## src/design/uer_pkg.sv

```systemverilog
// Shared constants for the ultrasonic echo ranger: phase and status codes,
// trigger timing, reset values of the configuration registers.
// No dependencies.
package uer_pkg;

	// Default widths of the microsecond counter and the prescaler.
	localparam int unsigned UER_US_COUNT_WIDTH = 16;
	localparam int unsigned UER_PRESCALE_WIDTH = 8;

	// Configuration port geometry.
	localparam int unsigned CFG_DATA_WIDTH  = 16;
	localparam int unsigned CFG_INDEX_WIDTH = 3;

	// Register indexes.
	localparam logic [CFG_INDEX_WIDTH-1:0] REG_TICKS_PER_US = 3'd0;
	localparam logic [CFG_INDEX_WIDTH-1:0] REG_START_TO     = 3'd1;
	localparam logic [CFG_INDEX_WIDTH-1:0] REG_END_TO       = 3'd2;
	localparam logic [CFG_INDEX_WIDTH-1:0] REG_MIN_DIST     = 3'd3;
	localparam logic [CFG_INDEX_WIDTH-1:0] REG_MAX_DIST     = 3'd4;

	// Register reset values.
	localparam logic [7:0]  RST_TICKS_PER_US = 8'd1;
	localparam logic [15:0] RST_START_TO     = 16'd15000;
	localparam logic [15:0] RST_END_TO       = 16'd25000;
	localparam logic [8:0]  RST_MIN_DIST     = 9'd2;
	localparam logic [8:0]  RST_MAX_DIST     = 9'd350;

	// Trigger pulse timing in microseconds.
	localparam int unsigned TRIG_LOW_US  = 2;
	localparam int unsigned TRIG_HIGH_US = 10;

	// Phase codes.
	localparam logic [2:0] PH_IDLE  = 3'd0;
	localparam logic [2:0] PH_TLOW  = 3'd1;
	localparam logic [2:0] PH_THIGH = 3'd2;
	localparam logic [2:0] PH_WAIT  = 3'd3;
	localparam logic [2:0] PH_MEAS  = 3'd4;

	// Status codes.
	localparam logic [1:0] ST_OK     = 2'd0;
	localparam logic [1:0] ST_NOECHO = 2'd1;
	localparam logic [1:0] ST_LONG   = 2'd2;
	localparam logic [1:0] ST_RANGE  = 2'd3;

	// Distance conversion: q = floor(us * 8 / 29) = (us * DIST_RECIP) >> DIST_SHIFT,
	// exact for us below 2^15. Larger durations are clamped, they fail range anyway.
	localparam int unsigned DIST_CLAMP_WIDTH = 15;
	localparam int unsigned DIST_RECIP_WIDTH = 20;
	localparam logic [DIST_RECIP_WIDTH-1:0] DIST_RECIP = 20'd578525;
	localparam int unsigned DIST_SHIFT = 21;
	localparam int unsigned DIST_Q_WIDTH = 14;
	localparam int unsigned DIST_WIDTH = 13;

	// One result word.
	typedef struct packed {
		logic                  trig_level;
		logic                  busy_res;
		logic                  done_res;
		logic [1:0]            status;
		logic [DIST_WIDTH-1:0] distance_q4;
	} res_t;

endpackage

```

## src/design/ultrasonic_echo_ranger.sv

```systemverilog
// Ultrasonic ranging controller: trigger pulse generation, echo timing,
// distance conversion and range check. Depends on uer_pkg.
//
// Usage: every input word is one tick carrying start_req and the sampled
// echo_level, taken on in_valid && in_ready. Every accepted word yields exactly
// one result word (trig_level, busy_res, done_res, status, distance_q4) that
// reflects the state after that tick, offered on out_valid / out_ready.
// A start request in idle runs: trigger low for 2 us, high for 10 us, then
// waits for the echo to rise (start timeout) and times the echo high pulse
// (end timeout). The microsecond time base divides ticks by ticks_per_us.
// Status and distance_q4 show the outcome of the latest finished measurement.
// A result goes into the output register when that is free or being read,
// else into the skid register. Throughput: one word per cycle while in_ready
// is high; the whole state update, including the multiply for the distance,
// is one pass of logic into the state and output stage registers.
// A two-entry output stage (output register plus skid register) lets the
// block take one more word while a result waits; in_ready drops only while
// both entries are full. Reset clears the configuration to its defaults, the
// phase to idle, counters, last status and distance to zero, and empties the
// output stage. Configuration writes on cfg_we take effect the next cycle.
module ultrasonic_echo_ranger #(
	parameter int unsigned US_COUNT_WIDTH = uer_pkg::UER_US_COUNT_WIDTH,
	parameter int unsigned PRESCALE_WIDTH = uer_pkg::UER_PRESCALE_WIDTH
) (
	input  logic                                clk,
	input  logic                                arst_n,
	// Configuration write port.
	input  logic                                cfg_we,
	input  logic [uer_pkg::CFG_INDEX_WIDTH-1:0] cfg_index,
	input  logic [uer_pkg::CFG_DATA_WIDTH-1:0]  cfg_data,
	// Input channel.
	input  logic                                in_valid,
	output logic                                in_ready,
	input  logic                                start_req,
	input  logic                                echo_level,
	// Output channel.
	output logic                                out_valid,
	input  logic                                out_ready,
	output logic                                trig_level,
	output logic                                busy_res,
	output logic                                done_res,
	output logic [1:0]                          status,
	output logic [uer_pkg::DIST_WIDTH-1:0]      distance_q4
);
	import uer_pkg::*;

	localparam int unsigned PW = PRESCALE_WIDTH;
	localparam int unsigned UW = US_COUNT_WIDTH;
	// Width for prescaler compares: holds ticks_per_us and 2^PW.
	localparam int unsigned EW = ((PW > 8) ? PW : 8) + 1;
	// Width for timeout compares.
	localparam int unsigned CW = (UW > 16) ? UW : 16;
	localparam int unsigned PRODW = DIST_CLAMP_WIDTH + DIST_RECIP_WIDTH;

	// Configuration registers.
	logic [7:0]  ticks_per_us_q;
	logic [15:0] start_to_q;
	logic [15:0] end_to_q;
	logic [8:0]  min_dist_q;
	logic [8:0]  max_dist_q;

	// Measurement state.
	logic [2:0]            phase_q, phase_d;
	logic [PW-1:0]         pc_q, pc_d;
	logic [UW-1:0]         mc_q, mc_d;
	logic [1:0]            last_status_q, last_status_d;
	logic [DIST_WIDTH-1:0] last_dist_q, last_dist_d;
	logic                  done_d;

	// Output stage.
	res_t out_q, skid_q, res_d;
	logic out_valid_q, skid_valid_q;

	logic accept, pop;

	// Prescaler and counter helpers.
	logic [EW-1:0] eff_ticks, pc_next_w;
	logic          strobe;
	logic [UW-1:0] mc_inc;
	logic          mc_full;

	// Distance conversion.
	logic                        mc_big;
	logic [DIST_CLAMP_WIDTH-1:0] mc_clamp;
	logic [PRODW-1:0]            prod;
	logic [DIST_Q_WIDTH-1:0]     dist_q;
	logic                        out_of_range;

	assign accept   = in_valid && in_ready;
	assign in_ready = !skid_valid_q;
	assign pop      = out_valid_q && out_ready;

	// Configuration writes; unknown indexes are ignored.
	always_ff @(posedge clk or negedge arst_n) begin
		if (!arst_n) begin
			ticks_per_us_q <= RST_TICKS_PER_US;
			start_to_q     <= RST_START_TO;
			end_to_q       <= RST_END_TO;
			min_dist_q     <= RST_MIN_DIST;
			max_dist_q     <= RST_MAX_DIST;
		end else if (cfg_we) begin
			case (cfg_index)
				REG_TICKS_PER_US: ticks_per_us_q <= cfg_data[7:0];
				REG_START_TO:     start_to_q     <= cfg_data[15:0];
				REG_END_TO:       end_to_q       <= cfg_data[15:0];
				REG_MIN_DIST:     min_dist_q     <= cfg_data[8:0];
				REG_MAX_DIST:     max_dist_q     <= cfg_data[8:0];
				default: ;
			endcase
		end
	end

	// Effective prescale: zero acts as one, values above 2^PW are clamped.
	always_comb begin
		eff_ticks = EW'(ticks_per_us_q);
		if (ticks_per_us_q == 8'd0) begin
			eff_ticks = EW'(1);
		end else if (EW'(ticks_per_us_q) > (EW'(1) << PW)) begin
			eff_ticks = EW'(1) << PW;
		end
	end

	assign pc_next_w = EW'(pc_q) + EW'(1);
	assign strobe    = (pc_next_w >= eff_ticks);
	assign mc_full   = (mc_q == {UW{1'b1}});
	assign mc_inc    = mc_full ? mc_q : (mc_q + UW'(1));

	// Distance in sixteenths of a centimeter by reciprocal multiply.
	assign mc_big   = (mc_q > UW'({DIST_CLAMP_WIDTH{1'b1}}));
	assign mc_clamp = mc_big ? {DIST_CLAMP_WIDTH{1'b1}} : mc_q[DIST_CLAMP_WIDTH-1:0];
	assign prod     = PRODW'(mc_clamp) * PRODW'(DIST_RECIP);
	assign dist_q   = prod[DIST_SHIFT +: DIST_Q_WIDTH];
	assign out_of_range = (dist_q < DIST_Q_WIDTH'({min_dist_q, 4'b0000}))
		|| (dist_q > DIST_Q_WIDTH'({max_dist_q, 4'b0000}));

	// Next state for one tick.
	always_comb begin
		phase_d       = phase_q;
		pc_d          = pc_q;
		mc_d          = mc_q;
		last_status_d = last_status_q;
		last_dist_d   = last_dist_q;
		done_d        = 1'b0;
		case (phase_q)
			PH_TLOW: begin
				if (strobe) begin
					pc_d = '0;
					mc_d = mc_inc;
					if (mc_inc >= UW'(TRIG_LOW_US)) begin
						phase_d = PH_THIGH;
						mc_d    = '0;
					end
				end else begin
					pc_d = pc_next_w[PW-1:0];
				end
			end
			PH_THIGH: begin
				if (strobe) begin
					pc_d = '0;
					mc_d = mc_inc;
					if (mc_inc >= UW'(TRIG_HIGH_US)) begin
						phase_d = PH_WAIT;
						mc_d    = '0;
					end
				end else begin
					pc_d = pc_next_w[PW-1:0];
				end
			end
			PH_WAIT: begin
				if (echo_level) begin
					phase_d = PH_MEAS;
					pc_d    = '0;
					mc_d    = '0;
				end else if (strobe) begin
					pc_d = '0;
					if (CW'(mc_q) >= CW'(start_to_q)) begin
						phase_d       = PH_IDLE;
						mc_d          = '0;
						last_status_d = ST_NOECHO;
						last_dist_d   = '0;
						done_d        = 1'b1;
					end else begin
						mc_d = mc_inc;
					end
				end else begin
					pc_d = pc_next_w[PW-1:0];
				end
			end
			PH_MEAS: begin
				if (!echo_level) begin
					phase_d = PH_IDLE;
					pc_d    = '0;
					mc_d    = '0;
					done_d  = 1'b1;
					if (out_of_range) begin
						last_status_d = ST_RANGE;
						last_dist_d   = '0;
					end else begin
						last_status_d = ST_OK;
						last_dist_d   = dist_q[DIST_WIDTH-1:0];
					end
				end else if (strobe) begin
					pc_d = '0;
					if (CW'(mc_q) >= CW'(end_to_q)) begin
						phase_d       = PH_IDLE;
						mc_d          = '0;
						last_status_d = ST_LONG;
						last_dist_d   = '0;
						done_d        = 1'b1;
					end else begin
						mc_d = mc_inc;
					end
				end else begin
					pc_d = pc_next_w[PW-1:0];
				end
			end
			default: begin
				// Idle, and any unused code behaves as idle.
				phase_d = PH_IDLE;
				if (start_req) begin
					phase_d = PH_TLOW;
					pc_d    = '0;
					mc_d    = '0;
				end
			end
		endcase
	end

	// Result word for this tick, taken after the update.
	always_comb begin
		res_d.trig_level  = (phase_d == PH_THIGH);
		res_d.busy_res    = (phase_d != PH_IDLE);
		res_d.done_res    = done_d;
		res_d.status      = last_status_d;
		res_d.distance_q4 = last_dist_d;
	end

	// State registers advance only on an accepted word.
	always_ff @(posedge clk or negedge arst_n) begin
		if (!arst_n) begin
			phase_q       <= PH_IDLE;
			pc_q          <= '0;
			mc_q          <= '0;
			last_status_q <= ST_OK;
			last_dist_q   <= '0;
		end else if (accept) begin
			phase_q       <= phase_d;
			pc_q          <= pc_d;
			mc_q          <= mc_d;
			last_status_q <= last_status_d;
			last_dist_q   <= last_dist_d;
		end
	end

	// Output register with a skid entry behind it.
	always_ff @(posedge clk or negedge arst_n) begin
		if (!arst_n) begin
			out_valid_q  <= 1'b0;
			skid_valid_q <= 1'b0;
		end else if (pop || !out_valid_q) begin
			if (skid_valid_q) begin
				out_valid_q  <= 1'b1;
				skid_valid_q <= 1'b0;
			end else begin
				out_valid_q <= accept;
			end
		end else if (accept) begin
			skid_valid_q <= 1'b1;
		end
	end

	always_ff @(posedge clk) begin
		if (pop || !out_valid_q) begin
			if (skid_valid_q) begin
				out_q <= skid_q;
			end else if (accept) begin
				out_q <= res_d;
			end
		end else if (accept) begin
			skid_q <= res_d;
		end
	end

	assign out_valid   = out_valid_q;
	assign trig_level  = out_q.trig_level;
	assign busy_res    = out_q.busy_res;
	assign done_res    = out_q.done_res;
	assign status      = out_q.status;
	assign distance_q4 = out_q.distance_q4;

	// A finished measurement always reports idle.
	a_done_idle: assert property (@(posedge clk) disable iff (!arst_n)
		out_valid && done_res |-> !busy_res)
		else $error("done reported while still busy");

	// The trigger is only driven high during a measurement.
	a_trig_busy: assert property (@(posedge clk) disable iff (!arst_n)
		out_valid && trig_level |-> busy_res)
		else $error("trigger high outside a measurement");

	// Failed measurements carry a zero distance.
	a_fail_zero: assert property (@(posedge clk) disable iff (!arst_n)
		out_valid && (status != ST_OK) |-> (distance_q4 == '0))
		else $error("nonzero distance with failure status");

	// The skid entry is only filled behind a full output register.
	a_skid_order: assert property (@(posedge clk) disable iff (!arst_n)
		skid_valid_q |-> out_valid_q)
		else $error("skid entry valid with empty output register");

	// Phase moves only when a word is accepted.
	a_phase_hold: assert property (@(posedge clk) disable iff (!arst_n)
		!accept |=> $stable(phase_q))
		else $error("phase changed without an accepted word");

endmodule

```

## config.mk

```make
export PLATFORM = sky130hd
export DESIGN_NAME = ultrasonic_echo_ranger
export DESIGN_NICKNAME = d
export VERILOG_FILES = /design/src/design/uer_pkg.sv /design/src/design/ultrasonic_echo_ranger.sv
export SDC_FILE = /design/constraint.sdc
export NUM_CORES = 1
export LEC_CHECK = 0
export ABC_CLOCK_PERIOD_IN_PS = 16010
export BUFFER_PORTS_ARGS = -buffer_cell sky130_fd_sc_hd__buf_2
export CAP_MARGIN = 30
export CORE_MARGIN = 2
export CORE_UTILIZATION = 40
export CTS_BUF_LIST = sky130_fd_sc_hd__clkbuf_16
export DETAILED_ROUTE_END_ITERATION = 7
export HOLD_SLACK_MARGIN = 0.15
export PLACE_DENSITY = 0.59
export SKIP_LAST_GASP = 1
export SYNTH_ARGS = -nofsm -noshare
export SYNTH_HDL_FRONTEND = slang
export SYNTH_SLANG_ARGS = --single-unit
```

## constraint.sdc

```tcl
create_clock -name clk -period 16.01 [get_ports clk]
set_clock_uncertainty 0.2 [all_clocks]
set_input_delay 2.4015 -clock clk [delete_from_list [all_inputs] [get_ports clk]]
set_output_delay 2.4015 -clock clk [all_outputs]
set_load 0.03 [all_outputs]
```

-- Word level (Yosys, flattened, before mapping)
Cells that the tools add are included.
Widths: inputs -> output; s select.
- flip-flop bits (word level): 138
- output and inout bits: 20
- logic and storage cells: 133
- add/subtract/negate cells: 2
- equal/unequal tests: 14
- bitwise logic cells: 1
- mux-type cells: 61
- $mul: 1
- reduce and logical (&&, ||, !) cells: 23
- magnitude comparators: 9
- operators by type and width (kind ; number):
    $mux 16 ; 12
    $mux 13 ; 7
    $pmux 16 s4 ; 1
    $mux 18 ; 2
    $mul 15x20->35 const B ; 1
    $ge 16x16->1 ; 2
    $mux 8 ; 4
    $mux 3 ; 10
    $pmux 13 s2 ; 1
    $pmux 8 s3 ; 1
    $mux 9 ; 2
    $add 16x1->16 const B ; 1
    $eq 16x16->1 const B ; 1
    $ge 16x2->1 const B ; 1
    $ge 16x4->1 const B ; 1
    $gt 16x15->1 const B ; 1
    $reduce_and 2->1 ; 8
    $eq 3x2->1 const B ; 5
    $mux 15 ; 1
    $gt 14x13->1 ; 1
    $lt 14x13->1 ; 1
    $mux 2 ; 7
    $pmux 3 s4 ; 1
    $mux 1 ; 10
    other kinds (21) ; 29

-- Logic depth before layout (Yosys ltp)
Gate-level depths: netlist (run 1).
- depth after elaboration: 10
- depth in mapped cells: 36
- mapped depth without buffers: 32

-- Least setup slack after synthesis (run 1)
OpenSTA, ideal clock, no wires.
- path type: flip-flop to flip-flop
- start point: register mc_q[15]
- end point: register out_q, in the netlist distance_q4[9], data pin
- data arrival time: 8110 ps
- required time: 15658 ps
- slack: 7548 ps
- clock period less this slack: 8462 ps
- stages on the path, launching flop included: 33
- setup time: 152 ps
- cells stage by stage: dfrtp_1 clkbuf_1 clkbuf_1 or2_2 inv_1 fa_1 inv_1 fa_1 fa_1 inv_1 fa_1 fa_1 inv_1 fa_1 inv_1 ha_1 a21oi_1 nor2_1 o211ai_1 o21ai_0 or3_1 a31oi_1 xnor2_1 ha_1 a211o_1 a211o_1 a221oi_1 a41oi_1 nor3_2 buf_4 buf_6 nand2_1 a31oi_1
- longest elaborated chain between the ends: 10
- elaborated cells on any way between the ends: 18
- classes of those cells: 1 x mul; 5 x order compare; 11 x mux; 1 x reduce/logical
- ends and longest elaborated chain (item ; RTL line ; text):
    start: declaration ; ultrasonic_echo_ranger.sv:65 ; logic [UW-1:0] mc_q, mc_d;
    start signal: assignment ; ultrasonic_echo_ranger.sv:249 ; mc_q <= mc_d;
    $gt 16x15->1 ; ultrasonic_echo_ranger.sv:129 ; assign mc_big = (mc_q > UW'({DIST_CLAMP_WIDTH{1'b1}}));
    $mux 15 ; ultrasonic_echo_ranger.sv:130 ; assign mc_clamp = mc_big ? {DIST_CLAMP_WIDTH{1'b1}} : mc_q[DIST_CLAMP_WIDTH-1:0];
    $mul 15x20->35 ; ultrasonic_echo_ranger.sv:131 ; assign prod = PRODW'(mc_clamp) * PRODW'(DIST_RECIP);
    $lt 14x13->1 or $gt 14x13->1 (tied branches) ; ultrasonic_echo_ranger.sv:133, ultrasonic_echo_ranger.sv:134 ;
    $logic_or 1x1->1 ; ultrasonic_echo_ranger.sv:134 ; || (dist_q > DIST_Q_WIDTH'({max_dist_q, 4'b0000}));
    $mux 13 ; ultrasonic_echo_ranger.sv:195 ; if (out_of_range) begin
    $mux 13 ; ultrasonic_echo_ranger.sv:190 ; if (!echo_level) begin
    $pmux 13 s2 * ; ultrasonic_echo_ranger.sv:144 ; case (phase_q)
    $mux 18 * ; ultrasonic_echo_ranger.sv:276 ; end else if (accept) begin
    $mux 18 * ; ultrasonic_echo_ranger.sv:274 ; if (skid_valid_q) begin
    end signal: assignment ; ultrasonic_echo_ranger.sv:275 ; out_q <= skid_q;
    end signal: assignment ; ultrasonic_echo_ranger.sv:277 ; out_q <= res_d;
    end: declaration ; ultrasonic_echo_ranger.sv:71 ; res_t out_q, skid_q, res_d;
Every way passes the cells marked *; elsewhere a longest branch is shown, timed or not. The select of a mux whose other input is x is not followed.
A chain may end at the register's enable or synchronous reset.

-- Worst setup path after layout (run 1)
- start point: register mc_q[15]
- end point: register out_q, in the netlist distance_q4[4], data pin
- longest elaborated chain between the ends: 10
- elaborated cells on any way between the ends: 18
- classes of those cells: 1 x mul; 5 x order compare; 11 x mux; 1 x reduce/logical
- ends and longest elaborated chain (item ; RTL line ; text):
    $gt 16x15->1 ; ultrasonic_echo_ranger.sv:129 ;
    $mux 15 ; ultrasonic_echo_ranger.sv:130 ;
    $mul 15x20->35 ; ultrasonic_echo_ranger.sv:131 ;
    $lt 14x13->1 or $gt 14x13->1 (tied branches) ; ultrasonic_echo_ranger.sv:133, ultrasonic_echo_ranger.sv:134 ;
    $logic_or 1x1->1 ; ultrasonic_echo_ranger.sv:134 ;
    $mux 13 ; ultrasonic_echo_ranger.sv:195 ;
    $mux 13 ; ultrasonic_echo_ranger.sv:190 ;
    $pmux 13 s2 * ; ultrasonic_echo_ranger.sv:144 ;
    named net last_dist_d[4] ; ultrasonic_echo_ranger.sv:67 ; logic [DIST_WIDTH-1:0] last_dist_q, last_dist_d;
    $mux 18 * ; ultrasonic_echo_ranger.sv:276 ;
    $mux 18 * ; ultrasonic_echo_ranger.sv:274 ;
Mark *: on every way through the listed nets, which the timed path passes. The rest lies on a longest branch. The select of a mux whose other input is x is not followed.

==> metrics.md, run 1 <==
| Metric | Value |
|---|---|
| Outcome | finished clean |
| Grt met2 use | 0.321 |
| Seq cells post-synth | 138 |
| Fmax | 106 MHz |
| Busiest grt layer | met2 |
| CTS sink cnt | 138 |
| Worst Hold Class | reg -> reg |
| Met1 usage | 0.291 |
| Initial core utilization | 0.403 |
| Cell repeated most along the worst path | fa_1 |
| DR WL/cell | 17.7 um |
| TNS Setup | 0 ps |
| Main flop type after synthesis | dfrtp_1 |
| Grt met3 use | 0.0288 |
| Post-Synth XOR/XNOR Area | 0.0134 |
| CP max stage cell | dfrtp_1 |
| Slew HR | 0.459 |
| First-pass GRT wire length | between 50000 and 60000 um |
| Setup WS pre-CTS | 6770 ps |
| Die area | 34100 um2 |
| Yosys warning total | 0 |
| Final WS setup | around 6600 ps |
| Syn Inst Count | 1354 |
| Worst setup SP type | register |
| RSZ-0062 raised after global routing | false |
| Slowest cell delay on critical path | around 710 ps |
| Period utilization | 0.587 |
| Mux contribution to synthesized area | 0.0223 |
| Slew at the pin closest to its max-slew limit | 812 ps |
| Final Wtd Congestion | 0.925 |
| CTS Hold Bufs | 0 |
| Final hold vios | 0 |
| Compound-Gate Fraction of Synth Area | 0.152 |
| LEAKAGE | 7.36 nW |
| CTS Buf Count | 17 |
| Largest net degree at the start of global routing | 72 |
| TritonCTS clock tree | built |
| Setup violators final | 0 |
| Launching point of the worst reg2reg path | mc_q[15] |
| Post-Synth Adder-Cell Area | 0.335 |
| Setup bufs post-CTS | 0 |
| Cell area power density | just under 90 nW/um2 |
| DR pass1 iterations | 5 |
| Post-synthesis sequential area ratio | 0.280 |
| Ports | 46 |
| Slew Limit Fails | 0 |
| Synth async-reset ratio | 0.739 |
| Mapped Nets | 1670 |
| GRT Residual Overflow | 0 |
| Commonest non-fill, non-tap cell in the layout | inv_1 |
| Die W | 185 um |
| # DRC | 0 |
| Maximum clock insertion buffer count | 2 |
| Number of diodes | 0 |
| Synth unique cells | 71 |
| EDFF count, synth | 36 |
| Simple-Gate Fraction of Synth Area | 0.122 |
| Layout cells sized above 1 | 0.112 |
| Most frequent cells in the layout | 221 x inv_1, 190 x ha_1, 114 x nand2_1 |
| Critical Path RT | 16110 ps |
| Nets | 1712 |
| Setup crit end kind | register |
| Worst-skew pair later-pin latency | 430 ps |
| Class of the most critical setup path | reg -> reg |
| Post-DP HPWL | 26200 um |
| CP arrival | 9490 ps |
| Core area | 32400 um2 |
| Avg Cell Area, Syn | 9.64 um2 |
| Chip height | 185 um |
| # rows | 66 |
| Final wirelength | roughly 33000 um |
| Antenna violations before repair | 0 |
| Vias | about 9900 |
| Syn Std Cell Area | 13100 um2 |
| Remaining antenna violation count after routing | 0 |
| PortBufs | 45 |
| Root Buffer | clkbuf_16 |
| Initial DRC Count | 826 |
| Clock Pin Slew Worst Setup and Hold Paths | 60 ps |
| Fillers | around 3200 |
| Worst VDD drop | 0.0000793 V |
| Syn-to-layout area delta | 10.1% |
| Post-CTS sizing | 0 |
| Drt via density | 5.33 |
| Crit path from | mc_q[15] |
| H-tree depth | 4 |
| Maxcap violations | 0 |
| Final Critical Period | 9390 ps |
| Worst Path Max Fanout | 23 |
| Total GRT Usage | 0.203 |
| Vias in the first global route | about 9900 |
| Largest family of logic cells by synthesized area | adder cells |
| Min-delay src | last_dist_q[3] |
-- through the flow --
stage	utilization	cells	hold slack, ps	area, um2	power, mW
finish	0.444	1851	289	14400	1.28
global route	0.444	1851	307	14400	1.37
CTS	0.443	1849	293	14300	1.29
detailed placement	0.426	1817	274	13800	0.898
global placement	0.425	1815	273	13800	0.888
floorplan	-	1354	256	13100	0.767
-- registers in the layout (all words and copies together) (netlist names) --
name,flops
skid_q,18
end_to_q,16
mc_q,16
start_to_q,16
distance_q4,13
last_dist_q,13
max_dist_q,9
min_dist_q,9
pc_q,8
ticks_per_us_q,8
phase_q,3
last_status_q,2
status,2
busy_res,1
done_res,1
out_valid,1
skid_valid_q,1
trig_level,1
-- worst paths after layout --
path	end	cells past startpoint	slack, ps
max	distance_q4[4]	28	6620
min	last_dist_q[3]	1	290
max reg2reg	distance_q4[4]	28	6620
min reg2reg	last_dist_q[3]	1	290
max in group asynchronous	max_dist_q[1]	3	12980
min in group asynchronous	start_to_q[10]	1	1700
-- kinds of logic (layout without fill, tap and decap cells) --
family	count (synthesis)	count (layout)
buffers and inverters	254	309
adder cells (fa/ha/maj)	290	290
AO/OA/AOI/OAI	300	300
flip-flops	138	138
multiplexers	26	26
XOR/XNOR	20	20
AND/OR/NAND/NOR	326	326
-- cell type report --
type	instances	area [um2]	share of cell area
Clock buffer	17	425	0.0296
Clock inverter	15	135	0.00940
Inverter	219	822	0.0572
Multi-Input combinational cell	962	8430	0.586
Sequential cell	138	3660	0.255
Tap cell	442	553	0.0385
Timing Repair Buffer	58	350	0.0244
-- per-layer routing --
metal | share of wire | wire length (um) | vias to the layer above
met4 | 0.016 | 518 | 0
met5 | 0 | 0 | -
li1 | - | - | 4780
met1 | 0.49 | 15900 | 4786
met3 | 0.046 | 1500 | 39
met2 | 0.45 | 14700 | 261
-- critical path, delay by kind of cell (launching register included) --
family | cells | cell delay (ps)
compound gates | 10 | 2690
xor+xnor | 1 | 300
fa+ha+maj | 8 | 3810
buf+inv | 5 | 370
flops | 1 | 710
mux | 1 | 230
simple gates | 3 | 930
-- cell usage after synthesis (8+ instances only) --
library cell | number | area [um2]
o21ai_0 | 90 | 450
o211ai_1 | 11 | 82.6
a211oi_1 | 14 | 105
edfxtp_1 | 36 | 1080
o21a_1 | 9 | 67.6
nand2b_1 | 13 | 81.3
or3_1 | 10 | 62.6
fa_1 | 100 | 2000
clkbuf_1 | 27 | 101
o2bb2ai_1 | 8 | 70.1
ha_1 | 190 | 2380
nand4_1 | 12 | 75.1
nand2_1 | 114 | 428
a21oi_1 | 53 | 265
inv_1 | 219 | 822
nor3_1 | 17 | 85.1
o31ai_1 | 8 | 60.1
or2_2 | 17 | 106
nand3_1 | 22 | 110
a21o_1 | 19 | 143
and2_1 | 9 | 56.3
dfrtp_1 | 81 | 2030
a22o_1 | 14 | 123
dfstp_2 | 21 | 552
a31oi_1 | 17 | 106
nor2_1 | 67 | 251
and3_1 | 15 | 93.8
xnor2_1 | 13 | 114
mux2_2 | 25 | 282
a32o_1 | 9 | 90.1
-- power by group --
group / internal [mW] / switching [mW] / total [mW] / leakage [nW]
combinational: 0.167 / 0.276 / 0.443 / 5.48
clock: 0.226 / 0.156 / 0.383 / 0.277
sequential: 0.422 / 0.0322 / 0.454 / 1.60
(Power assumes the default switching activity.)
==> run 2: changes to the inputs <==
--- a/config.mk
+++ b/config.mk
@@ -5,7 +5,7 @@
 export SDC_FILE = /design/constraint.sdc
 export NUM_CORES = 1
 export LEC_CHECK = 0
-export ABC_CLOCK_PERIOD_IN_PS = 16010
+export ABC_CLOCK_PERIOD_IN_PS = 8930
 export BUFFER_PORTS_ARGS = -buffer_cell sky130_fd_sc_hd__buf_2
 export CAP_MARGIN = 30
 export CORE_MARGIN = 2
==> constraint.sdc (replaced) <==
create_clock -name clk -period 8.93 [get_ports clk]
set_clock_uncertainty 0.2 [all_clocks]
set_input_delay 1.3395 -clock clk [delete_from_list [all_inputs] [get_ports clk]]
set_output_delay 1.3395 -clock clk [all_outputs]
set_load 0.03 [all_outputs]
==> metrics.md, run 2 (synthesized netlist as in run 1, its figures left out) <==
| Metric | Value |
|---|---|
| Total GRT Usage | 0.202 (-0.000817) |
| Launching point of the worst reg2reg path | mc_q[15] |
| Initial DRC Count | 699 (-15%) |
| Cell area power density | 156 nW/um2 (+75%) |
| Share of power burned in registers | 0.353 (-0.002) |
| Worst VDD drop | 0.000160 V (+100%) |
| Max reg flops | 18 (unchanged) |
| Int Pwr | 1.45 mW (+77%) |
| Final hold vios | 0 (unchanged) |
| H-tree depth | 4 (unchanged) |
| DR WL/cell | 17.4 um (-1.5%) |
| Switching portion of total power | 0.368 (+0.00527) |
| Slew at the pin closest to its max-slew limit | 906 ps (+93.6 ps) |
| Drt via density | 5.26 (-1.2%) |
| FF-to-FF End | distance_q4[4] |
| Min-delay src | last_dist_q[3] |
| Hold depth | 1 (unchanged) |
| R2R Setup Slk | 410 ps (-6210 ps) |
| Post-DP HPWL | 26600 um (+1.3%) |
| Number of diodes | 0 (unchanged) |
| Commonest non-fill, non-tap cell in the layout | inv_1 |
| # DRC | 0 (unchanged) |
| Worst Hold Path EP | last_dist_q[3] |
| DR pass1 iterations | 5 (unchanged) |
| CTS Buf Count | 17 (unchanged) |
| Initial core utilization | 0.403 (unchanged) |
| Ports | 46 (unchanged) |
| Worst Hold Class | reg -> reg |
| Worst setup SP type | register |
| Worst-skew pair later-pin latency | 440 ps (about the same) |
| Final Non-Filler Cells | 1884 (+1.8%) |
| Final wirelength | 32800 um (+0.25%) |
| Fillers | 3137 (-2.6%) |
| # rows | 66 (unchanged) |
| Fmax | 117 MHz (+10%) |
| Slew Limit Fails | 0 (unchanged) |
| Period utilization | 0.954 (+0.367) |
| Maxcap violations | 0 (unchanged) |
| Most frequent cells in the layout | 217 x inv_1, 190 x ha_1, 114 x nand2_1 |
| Clock power frac | 0.299 (about the same) |
| Core area | 32400 um2 (unchanged) |
| Critical Path RT | 9030 ps (-7080 ps) |
| PortBufs | 45 (unchanged) |
| Syn-to-layout area delta | 12.4% |
| Vias in the first global route | 10000 (+1.2%) |
| Remaining antenna violation count after routing | 0 (unchanged) |
| CTS sink cnt | 138 (unchanged) |
| Vias | 9919 (+0.54%) |
| Largest Register | skid_q |
| Placed instance count | 1848 (+1.7%) |
| Nets | 1745 (+1.9%) |
| TritonCTS clock tree | built |
| Setup crit end kind | register |
| Final Critical Period | 8520 ps (-874 ps) |
| Root Buffer | clkbuf_16 |
| Largest net degree at the start of global routing | 71 (-1.4%) |
| Slowest cell delay on critical path | 540 ps (-170 ps) |
| Antenna violations before repair | 0 (unchanged) |
| Die area | 34100 um2 (unchanged) |
| GRT Residual Overflow | 0 (unchanged) |
| Slew HR | 0.396 (-0.0624) |
| Cell repeated most along the worst path | fa_1 |
| Class of the most critical setup path | reg -> reg |
| Final Wtd Congestion | 1.00 (+8.5%) |
| First-pass GRT wire length | 53400 um (-0.68%) |
| CP max stage cell | fa_1 |
| Worst reg2reg path depth | 27 (-3.6%) |
| Die W | 185 um (unchanged) |
| Gate power share | 0.347 (about the same) |
| Layout cells sized above 1 | 0.145 (+0.0328) |
| CP arrival | 8620 ps (-870 ps) |
| NetSw | 843 uW (+82%) |
| Setup violators final | 0 (unchanged) |
| Worst Path Max Fanout | 9 (-61%) |
| CTS Hold Bufs | 0 (unchanged) |
| Outcome | finished clean |
| LEAKAGE | 7.53 nW (+2.3%) |
| Chip height | 185 um (unchanged) |
| Utilization after layout | 0.453 (+0.00943) |
| Clock Pin Slew Worst Setup and Hold Paths | 60 ps (about the same) |
| Maximum clock insertion buffer count | 2 (unchanged) |
-- run 2: cell count changes in the layout (fill, tap and decap cells not counted), moves of 2 or more --
cell and change:
fa_2 +3, a211oi_2 +2, inv_6 +4, inv_1 -4
nor2_2 +3, o21ai_1 +5, buf_4 +33, nor2_1 -3
a211oi_1 -2, o21ai_0 -6, fa_1 -3
-- run 2: final cells by class --
class | count | area, um2 | share of cell area
Multi-Input combinational cell | 962 | 8490 | 0.578
Tap cell | 442 | 553 | 0.0377
Clock inverter | 15 | 139 | 0.00946
Timing Repair Buffer | 91 | 591 | 0.0402
Sequential cell | 138 | 3660 | 0.249
Clock buffer | 17 | 425 | 0.0290
Inverter | 219 | 822 | 0.0560
-- run 2: routing by layer --
metal	global-route usage	vias to the layer above	routed length (um)
li1	-	4846	-
met3	0.0334	48	1430
met1	0.286	4790	16000
met5	0	-	0
met4	0.0641	0	866
met2	0.316	235	14500
-- run 2: worst max path at each step --
stage          cells past startpoint     start              end  slack, ps
2_1_floorplan                     32  mc_q[15]   distance_q4[9]        470
3_3_place_gp                      29  mc_q[15]  distance_q4[11]        250
3_5_place_dp                      30  mc_q[15]  distance_q4[11]        130
4_1_cts                           30  mc_q[15]  distance_q4[11]        110
5_1_grt                           29  mc_q[15]  distance_q4[11]        -30
6_report                          27  mc_q[15]   distance_q4[4]        410
-- run 2: through the flow --
stage	power, mW	setup TNS, ps	hold WS [ps]	setup slack (ps)	instance area (um2)
floorplan	1.38	0	256	468	13100
global placement	1.59	0	271	251	14000
detailed placement	1.61	0	274	125	14000
CTS	2.31	0	293	112	14600
global route	2.46	-28.7	304	-28.5	14700
finish	2.29	0	291	413	14700
-- run 2: repair_timing --
action                                  4_1_cts  5_1_grt
endpoints found under the setup margin        0       45
setup buffers                                 0        4
gates resized for setup                       0       24
-- run 2: worst max-delay path: cells and delay by family, from the launching register on --
family	cells	cell delay (ps)
AND/OR/NAND/NOR	2	750
AO/OA/AOI/OAI	11	2680
adder cells (fa/ha/maj)	8	3520
flip-flops	1	460
multiplexers	1	220
XOR/XNOR	1	180
buffers and inverters	4	350
-- run 2: power by group through the flow --
| stage | clock network [mW] | registers (mW) | logic, mW |
|---|---|---|---|
| detailed placement | 0 | 0.821 | 0.787 |
| floorplan | 0 | 0.818 | 0.558 |
| CTS | 0.702 | 0.809 | 0.796 |
| global route | 0.729 | 0.822 | 0.907 |
| global placement | 0 | 0.819 | 0.769 |
| finish | 0.686 | 0.810 | 0.795 |
